## src/rtl/mvp_pkg.sv

```systemverilog
package mvp_pkg;

    localparam int MVP_MAX_DIM_DEFAULT = 256;

    localparam int CFG_W   = 9;
    localparam int VAL_W   = 16;
    localparam int ACC_W   = 40;
    localparam int IDX_W   = 8;
    localparam int PADDR_W = 4;
    localparam int PDATA_W = 32;

    typedef enum logic [1:0] {
        REG_NUM_ROWS  = 2'd0,
        REG_NUM_COLS  = 2'd1,
        REG_TRANSPOSE = 2'd2
    } mvp_reg_t;

    typedef struct packed {
        logic             load;
        logic             transpose;
        logic             clear_sum;
        logic             emit;
        logic             last;
        logic [IDX_W-1:0] index;
    } mvp_cmd_t;

endpackage

```

## src/rtl/mvp_seq.sv

```systemverilog
module mvp_seq
    import mvp_pkg::*;
#(
    parameter int MAX_DIM = MVP_MAX_DIM_DEFAULT,
    parameter int AW      = $clog2(MAX_DIM)
)
(
    input  logic               clk,
    input  logic               rst_n,
    input  logic               psel,
    input  logic               penable,
    input  logic               pwrite,
    input  logic [PADDR_W-1:0] paddr,
    input  logic [PDATA_W-1:0] pwdata,
    output logic [PDATA_W-1:0] prdata,
    input  logic               accept,
    input  logic               kind,
    output mvp_cmd_t           cmd,
    output logic [AW-1:0]      vs_addr,
    output logic [AW-1:0]      cs_addr
);

    localparam int DW = $clog2(MAX_DIM + 1);

    logic [CFG_W-1:0] num_rows_reg;
    logic [CFG_W-1:0] num_cols_reg;
    logic             transpose_reg;
    logic [AW-1:0]    row_pos_reg;
    logic [AW-1:0]    row_pos_next;
    logic [AW-1:0]    col_pos_reg;
    logic [AW-1:0]    col_pos_next;
    logic [AW-1:0]    load_pos_reg;
    logic [AW-1:0]    load_pos_next;
    logic [DW-1:0]    rows_eff;
    logic [DW-1:0]    cols_eff;
    logic [DW-1:0]    load_len;
    logic             row_last;
    logic             col_last;
    logic             load_last;
    logic             cfg_write;
    logic             cfg_restart;
    mvp_reg_t         reg_sel;

    function automatic logic [DW-1:0] eff_dim(input logic [CFG_W-1:0] v);
        int unsigned x;
        begin
            x = 32'(v);
            if (x < 1)
            begin
                x = 1;
            end
            else if (x > MAX_DIM)
            begin
                x = MAX_DIM;
            end
            return DW'(x);
        end
    endfunction

    assign reg_sel   = mvp_reg_t'(paddr[3:2]);
    assign cfg_write = psel && penable && pwrite;
    assign cfg_restart = cfg_write && ((reg_sel == REG_NUM_ROWS) || (reg_sel == REG_NUM_COLS)
                                       || (reg_sel == REG_TRANSPOSE));

    assign rows_eff  = eff_dim(num_rows_reg);
    assign cols_eff  = eff_dim(num_cols_reg);
    assign load_len  = transpose_reg ? rows_eff : cols_eff;
    assign row_last  = (DW'(row_pos_reg) + DW'(1)) == rows_eff;
    assign col_last  = (DW'(col_pos_reg) + DW'(1)) == cols_eff;
    assign load_last = (DW'(load_pos_reg) + DW'(1)) == load_len;

    always_comb
    begin
        unique case (reg_sel)
            REG_NUM_ROWS:  prdata = PDATA_W'(num_rows_reg);
            REG_NUM_COLS:  prdata = PDATA_W'(num_cols_reg);
            REG_TRANSPOSE: prdata = PDATA_W'(transpose_reg);
            default:       prdata = '0;
        endcase
    end

    always_comb
    begin
        row_pos_next  = row_pos_reg;
        col_pos_next  = col_pos_reg;
        load_pos_next = load_pos_reg;
        if (cfg_restart)
        begin
            row_pos_next  = '0;
            col_pos_next  = '0;
            load_pos_next = '0;
        end
        else if (accept && !kind)
        begin
            load_pos_next = load_last ? '0 : load_pos_reg + AW'(1);
        end
        else if (accept)
        begin
            col_pos_next = col_last ? '0 : col_pos_reg + AW'(1);
            if (col_last)
            begin
                row_pos_next = row_last ? '0 : row_pos_reg + AW'(1);
            end
        end
    end

    always_ff @(posedge clk or negedge rst_n)
    begin
        if (!rst_n)
        begin
            num_rows_reg  <= CFG_W'(1);
            num_cols_reg  <= CFG_W'(1);
            transpose_reg <= 1'b0;
            row_pos_reg   <= '0;
            col_pos_reg   <= '0;
            load_pos_reg  <= '0;
        end
        else
        begin
            if (cfg_write)
            begin
                unique case (reg_sel)
                    REG_NUM_ROWS:  num_rows_reg  <= pwdata[CFG_W-1:0];
                    REG_NUM_COLS:  num_cols_reg  <= pwdata[CFG_W-1:0];
                    REG_TRANSPOSE: transpose_reg <= pwdata[0];
                    default:       ;
                endcase
            end
            row_pos_reg  <= row_pos_next;
            col_pos_reg  <= col_pos_next;
            load_pos_reg <= load_pos_next;
        end
    end

    always_comb
    begin
        cmd.load      = !kind;
        cmd.transpose = transpose_reg;
        cmd.clear_sum = transpose_reg ? (row_pos_reg == '0) : (col_pos_reg == '0);
        cmd.emit      = transpose_reg ? row_last : col_last;
        cmd.last      = transpose_reg ? col_last : row_last;
        cmd.index     = transpose_reg ? IDX_W'(col_pos_reg) : IDX_W'(row_pos_reg);
    end

    assign vs_addr = !kind ? load_pos_reg : (transpose_reg ? row_pos_reg : col_pos_reg);
    assign cs_addr = col_pos_reg;

endmodule

```

## config.mk

```make
export PLATFORM = sky130hd
export DESIGN_NAME = mvp_seq
export DESIGN_NICKNAME = d
export VERILOG_FILES = /design/src/rtl/mvp_pkg.sv /design/src/rtl/mvp_seq.sv
export SDC_FILE = /design/constraint.sdc
export NUM_CORES = 1
export LEC_CHECK = 0
export BUFFER_PORTS_ARGS = -buffer_cell sky130_fd_sc_hd__buf_2
export CAP_MARGIN = 20
export CORE_MARGIN = 5
export CORE_UTILIZATION = 50
export DETAILED_ROUTE_END_ITERATION = 8
export PLACE_DENSITY_LB_ADDON = 0.2
export SYNTH_ARGS = -nofsm -noshare
export SYNTH_HDL_FRONTEND = slang
export SYNTH_SLANG_ARGS = --single-unit
```

## constraint.sdc

```tcl
create_clock -name clk -period 6.9 [get_ports clk]
set_input_delay 1.38 -clock clk [delete_from_list [all_inputs] [get_ports clk]]
set_output_delay 1.38 -clock clk [all_outputs]
set_load 0.02 [all_outputs]
```

### Yosys cells after proc, flatten, opt, wreduce, memory -nomap -nowiden

Index checks and enable logic that the tools add are counted.
W data, S select, Z words.

* output and inout bits: 61
* input port bits: 43
* bits in registers: 43
* logic and storage cells: 64

* $lt $le $gt $ge: 4
* add/subtract/negate cells: 6
* muxes and demuxes: 24
* reductions and logical operators: 18
* eq/ne operators: 6

Operators by type and width (number)
* $mux W8: 15
* $mux W9: 5
* $add A8 B1 Y9 const B: 3
* $eq A9 B9 Y1: 3
* $pmux W9 S3: 1
* $add A8 B1 Y8 const B: 3
* $gt A9 B9 Y1 const B: 2
* $lt A9 B1 Y1 const B: 2
* $logic_not A8 Y1: 2
* $reduce_and A2 Y1: 4
* $reduce_bool A2 Y1: 3
* $logic_and A1 B1 Y1: 4
* $mux W1: 3
* $reduce_and A3 Y1: 1
* $eq A2 B1 Y1 const B: 1
* $eq A2 B2 Y1 const B: 1
* $logic_not A2 Y1: 1
* $logic_or A1 B1 Y1: 2
* $ne A2 B2 Y1 const B: 1
* $logic_not A1 Y1: 1

### Longest topological paths before layout

* depth in word-level cells: 9
* mapped depth: 10
* mapped depth without buffers: 9

### Worst setup path after synthesis

OpenSTA, ideal clock, no wires.

* kind: input to output
* start point: input port paddr[2]
* end point: output port prdata[0]
* cell stages on the path: 4
* setup slack: 2963 ps
* data required time: 5520 ps
* data arrival time: 2557 ps
* cells stage by stage: buf_2 -> clkbuf_1 -> mux2i_1 -> o21ai_0

* cells in the longest elaborated chain, start to end: 2
* elaborated cells between the ends (all ways): 4
* classes of those cells: eq/ne: 2; mux: 1; reduce/logical: 1

RTL lines
* from (decl): RTL line mvp_seq.sv:13 `input logic [PADDR_W-1:0] paddr,`
* $eq A2 B2 Y1, or another cell as far along: RTL line mvp_seq.sv:74 `unique case (reg_sel)`
* $pmux W9 S3 *: RTL line mvp_seq.sv:74
* to (decl): RTL line mvp_seq.sv:15 `output logic [PDATA_W-1:0] prdata,`

Mark *: on every way between the ends. The rest lies on a longest branch, timed or not.

==> summary.json <==
{
  "initial_cell_density_of_the_core": {"value": 50.6, "unit": "%"},
  "wire_per_inst": {"value": 17.5, "unit": "µm"},
  "cp-endpoint": {"value": "cmd[8]"},
  "number_of_enable_type_register_cells_in_the_synthesized_netlist": {"value": 0},
  "worst_setup_path_startpoint": {"value": "cs_addr[0]"},
  "synth_top_flop_cell": {"value": "dfrtp_1"},
  "vias": {"value": 3452},
  "power.density_cell_area": {"value": 261, "unit": "mW/mm²"},
  "syn_area_per_cell": {"value": 8.52, "unit": "µm²"},
  "synth.lib_cells_used.distinct": {"value": 72},
  "dr_wl_met3": {"value": 853, "unit": "µm"},
  "cts-buffers-inserted": {"value": 5},
  "vdd_ir_drop_max": {"value": 154, "unit": "µV"},
  "syn_inst": {"value": 452},
  "hold_violations": {"value": 0},
  "setup_violations": {"value": 0},
  "reg2reg_to": {"value": "row_pos_reg[1]"},
  "layout_commonest_cell": {"value": "buf_2"},
  "async_reset_ff_share": {"value": 100, "unit": "%"},
  "via_count_of_the_first_global_routing_pass": {"value": 3320},
  "die_w": {"value": 97.8, "unit": "µm"},
  "run_status": {"value": "completed"},
  "met1Wirelength": {"value": 4350, "unit": "µm"},
  "slew_viol_final": {"value": 0},
  "insertion_delay": {"value": 310, "unit": "ps"},
  "cts_hold_buf": {"value": 0},
  "clk_root_buffer_cell": {"value": "clkbuf_8"},
  "worst_pin_slew": {"value": 798, "unit": "ps"},
  "holdCritPathClass": {"value": "reg -> reg"},
  "cts_max_level": {"value": 2},
  "timing.critical_path.fanout_max": {"value": 12},
  "grt_max_degree": {"value": 44},
  "cts_tree": {"value": "built"},
  "ys_seq_area_share": {"value": 28.0, "unit": "%"},
  "antenna_left": {"value": 0},
  "clock.fmax": {"value": 230, "unit": "MHz"},
  "clock_tree.buffer_depth": {"value": 2},
  "num_io_pins": {"value": 104},
  "setup_repair_after_global_routing_missed_its_margin": {"value": "no"},
  "rows": {"value": 32},
  "timing.reg2reg.worst_path_depth": {"value": 9},
  "grt_first_pass_wirelength": {"value": 16700, "unit": "µm"},
  "power.static_leakage": {"value": 0.00181, "unit": "µW"},
  "grt_antenna_before_repair": {"value": 0},
  "synth_area": {"value": 0.00385, "unit": "mm²"},
  "area_growth": {"value": 7.44, "unit": "%"},
  "timing.rr.start": {"value": "cs_addr[0]"},
  "ys_warn_count": {"value": 0},
  "final_util": {"value": 54.4, "unit": "%"},
  "number_of_max_capacitance_violations_reported": {"value": 0},
  "cts.reportedPaths.clkPinSlew": {"value": 90, "unit": "ps"},
  "cp.arrival": {"value": 2960, "unit": "ps"},
  "max_used_layer": {"value": "met4"},
  "clock_sinks": {"value": 43},
  "grt_util_all_layers": {"value": 21.3, "unit": "%"},
  "worst-endpoint-required": {"value": 5520, "unit": "ps"},
  "final_cell_mix": {"value": "buf_2 (55), nor2_1 (42), dfrtp_1 (41)"},
  "rrSetupSlack": {"value": 3890, "unit": "ps"},
  "min_period": {"value": 4340, "unit": "ps"},
  "port_buffers": {"value": 55},
  "cell_internal_pwr": {"value": 588, "unit": "µW"},
  "grt_remaining_overflow": {"value": 0},
  "drtIter0Drc": {"value": 262},
  "dr.pass1.iters": {"value": 5},
  "end_kind": {"value": "primary output"},
  "timing.setup.critical_path_class": {"value": "reg -> out"},
  "cts_setup_buffers": {"value": 0},
  "netSwitchingPower": {"value": 494, "unit": "µW"},
  "fin_nets": {"value": 530},
  "num-fill-cells": {"value": 739},
  "clk_network_pwr_share": {"value": 15.4, "unit": "%"},
  "power.share.switching": {"value": 45.6, "unit": "%"},
  "postCtsResizedCells": {"value": 0},
  "p_seq_share": {"value": 39.8, "unit": "%"},
  "fin_skew": {"value": 8.08, "unit": "ps"},
  "fin_crit_sh": {"value": 63.0, "unit": "%"},
  "worst_case_headroom_to_the_max_slew_limit": {"value": 46.8, "unit": "%"},
  "cp-start-kind": {"value": "register"},
  "finalSetupTns": {"value": 0, "unit": "ps"},
  "dp_hpwl": {"value": 7620, "unit": "µm"},
  "sum_of_met2_wire_segment_lengths_after_detailed_routing": {"value": 4920, "unit": "µm"},
  "drt_wl_total": {"value": 10300, "unit": "µm"},
  "gpl.final_weighted_congestion": {"value": 0.862},
  "core_area": {"value": 0.00761, "unit": "mm²"},
  "power.share.combinational": {"value": 44.8, "unit": "%"},
  "vias_per_cell": {"value": 5.90},
  "dieHeight": {"value": 97.8, "unit": "µm"},
  "antenna_cells_inserted": {"value": 0},
  "drc": {"value": 0},
  "layout-drive-gt1-share": {"value": 21.1, "unit": "%"},
  "synth.ff_latch_count": {"value": 43},
  "area_of_the_die": {"value": 0.00956, "unit": "mm²"}
}
cells by family (layout without fill, tap and decap cells):
kind of cell | count (synthesis) | after routing | share of synthesized area [%]
muxes | 44 | 44 | 12.1
and+or+nand+nor | 172 | 172 | 24.7
other | 1 | 23 | 0.0974
xor gates and xnor gates | 32 | 32 | 8.35
DFF | 43 | 43 | 28.0
buffers and inverters | 71 | 80 | 9.75
adders and majority gates | 5 | 5 | 1.62
AOI/OAI and AO/OA | 84 | 84 | 15.3
synthesized netlist by cell type (all sizes together), types with 7 or more instances:
cell type	number	share of area, %
clkbuf	18	1.8
nor3	10	1.3
inv	14	1.4
a21oi	17	2.2
dfrtp	41	27
xor2	13	3.0
nand4	9	1.5
buf	39	6.6
or3	7	1.3
mux2	21	6.1
xnor2	16	3.6
nand2	27	2.6
o21ai	22	2.9
nor2	42	4.1
a22oi	7	1.5
nand3	24	3.2
mux2i	23	6.0
layout make-up:
cell class	count	area [µm²]	share of cell area, %
multi-input cells	360	2480	59.9
clock inverters	3	20.0	0.484
clock buffers	5	68.8	1.66
repair buffers	58	310	7.50
flip-flops and latches	43	1080	26.1
inverters	14	52.6	1.27
well taps	102	128	3.09
how the worst min path moves through the flow:
| stage | endpoint | startpoint | slack [ps] | depth (start not counted) |
|---|---|---|---|---|
| CTS | load_pos_reg[1] | load_pos_reg[1] | 580 | 2 |
| floorplan | load_pos_reg[1] | load_pos_reg[1] | 520 | 2 |
| detailed placement | load_pos_reg[1] | load_pos_reg[1] | 560 | 2 |
| global placement | load_pos_reg[1] | load_pos_reg[1] | 550 | 2 |
| finish | load_pos_reg[1] | load_pos_reg[1] | 590 | 2 |
| global route | load_pos_reg[1] | load_pos_reg[1] | 610 | 2 |
critical path, stage by stage, from the launching register on:
cell      delay [ps]
dfrtp_1          580
inv_1            140
ha_1             340
inv_1             60
a221oi_1         240
o221ai_1         140
nor4b_1          460
nand3_1          310
mux2i_1          200
buf_2            180
routing by layer:
layer | GRT usage (%) | vias to the layer above
met4 | 6.50 | 0
met5 | 0 | -
li1 | - | 1646
met1 | 27.3 | 1638
met3 | 4.29 | 13
met2 | 36.4 | 155
power groups by stage:
stage | Sequential (µW) | Combinational, µW | Clock (µW)
global placement | 430 | 472 | 0
detailed placement | 432 | 483 | 0
CTS | 428 | 485 | 173
finish | 431 | 484 | 166
global route | 443 | 532 | 182
floorplan | 363 | 421 | 0
metrics by stage:
| stage | cell area (µm²) | hold WS [ps] | power (µW) | setup slack [ps] | std cells |
|---|---|---|---|---|---|
| 2_1_floorplan | 3930 | 519 | 784 | 2960 | 474 |
| 3_3_place_gp | 4030 | 551 | 902 | 2980 | 576 |
| 3_5_place_dp | 4030 | 561 | 916 | 2930 | 576 |
| 4_1_cts | 4120 | 583 | 1090 | 2580 | 584 |
| 5_1_grt | 4140 | 611 | 1160 | 2330 | 585 |
| 6_report | 4140 | 586 | 1080 | 2560 | 585 |
Power figures use the tool's default switching activity.
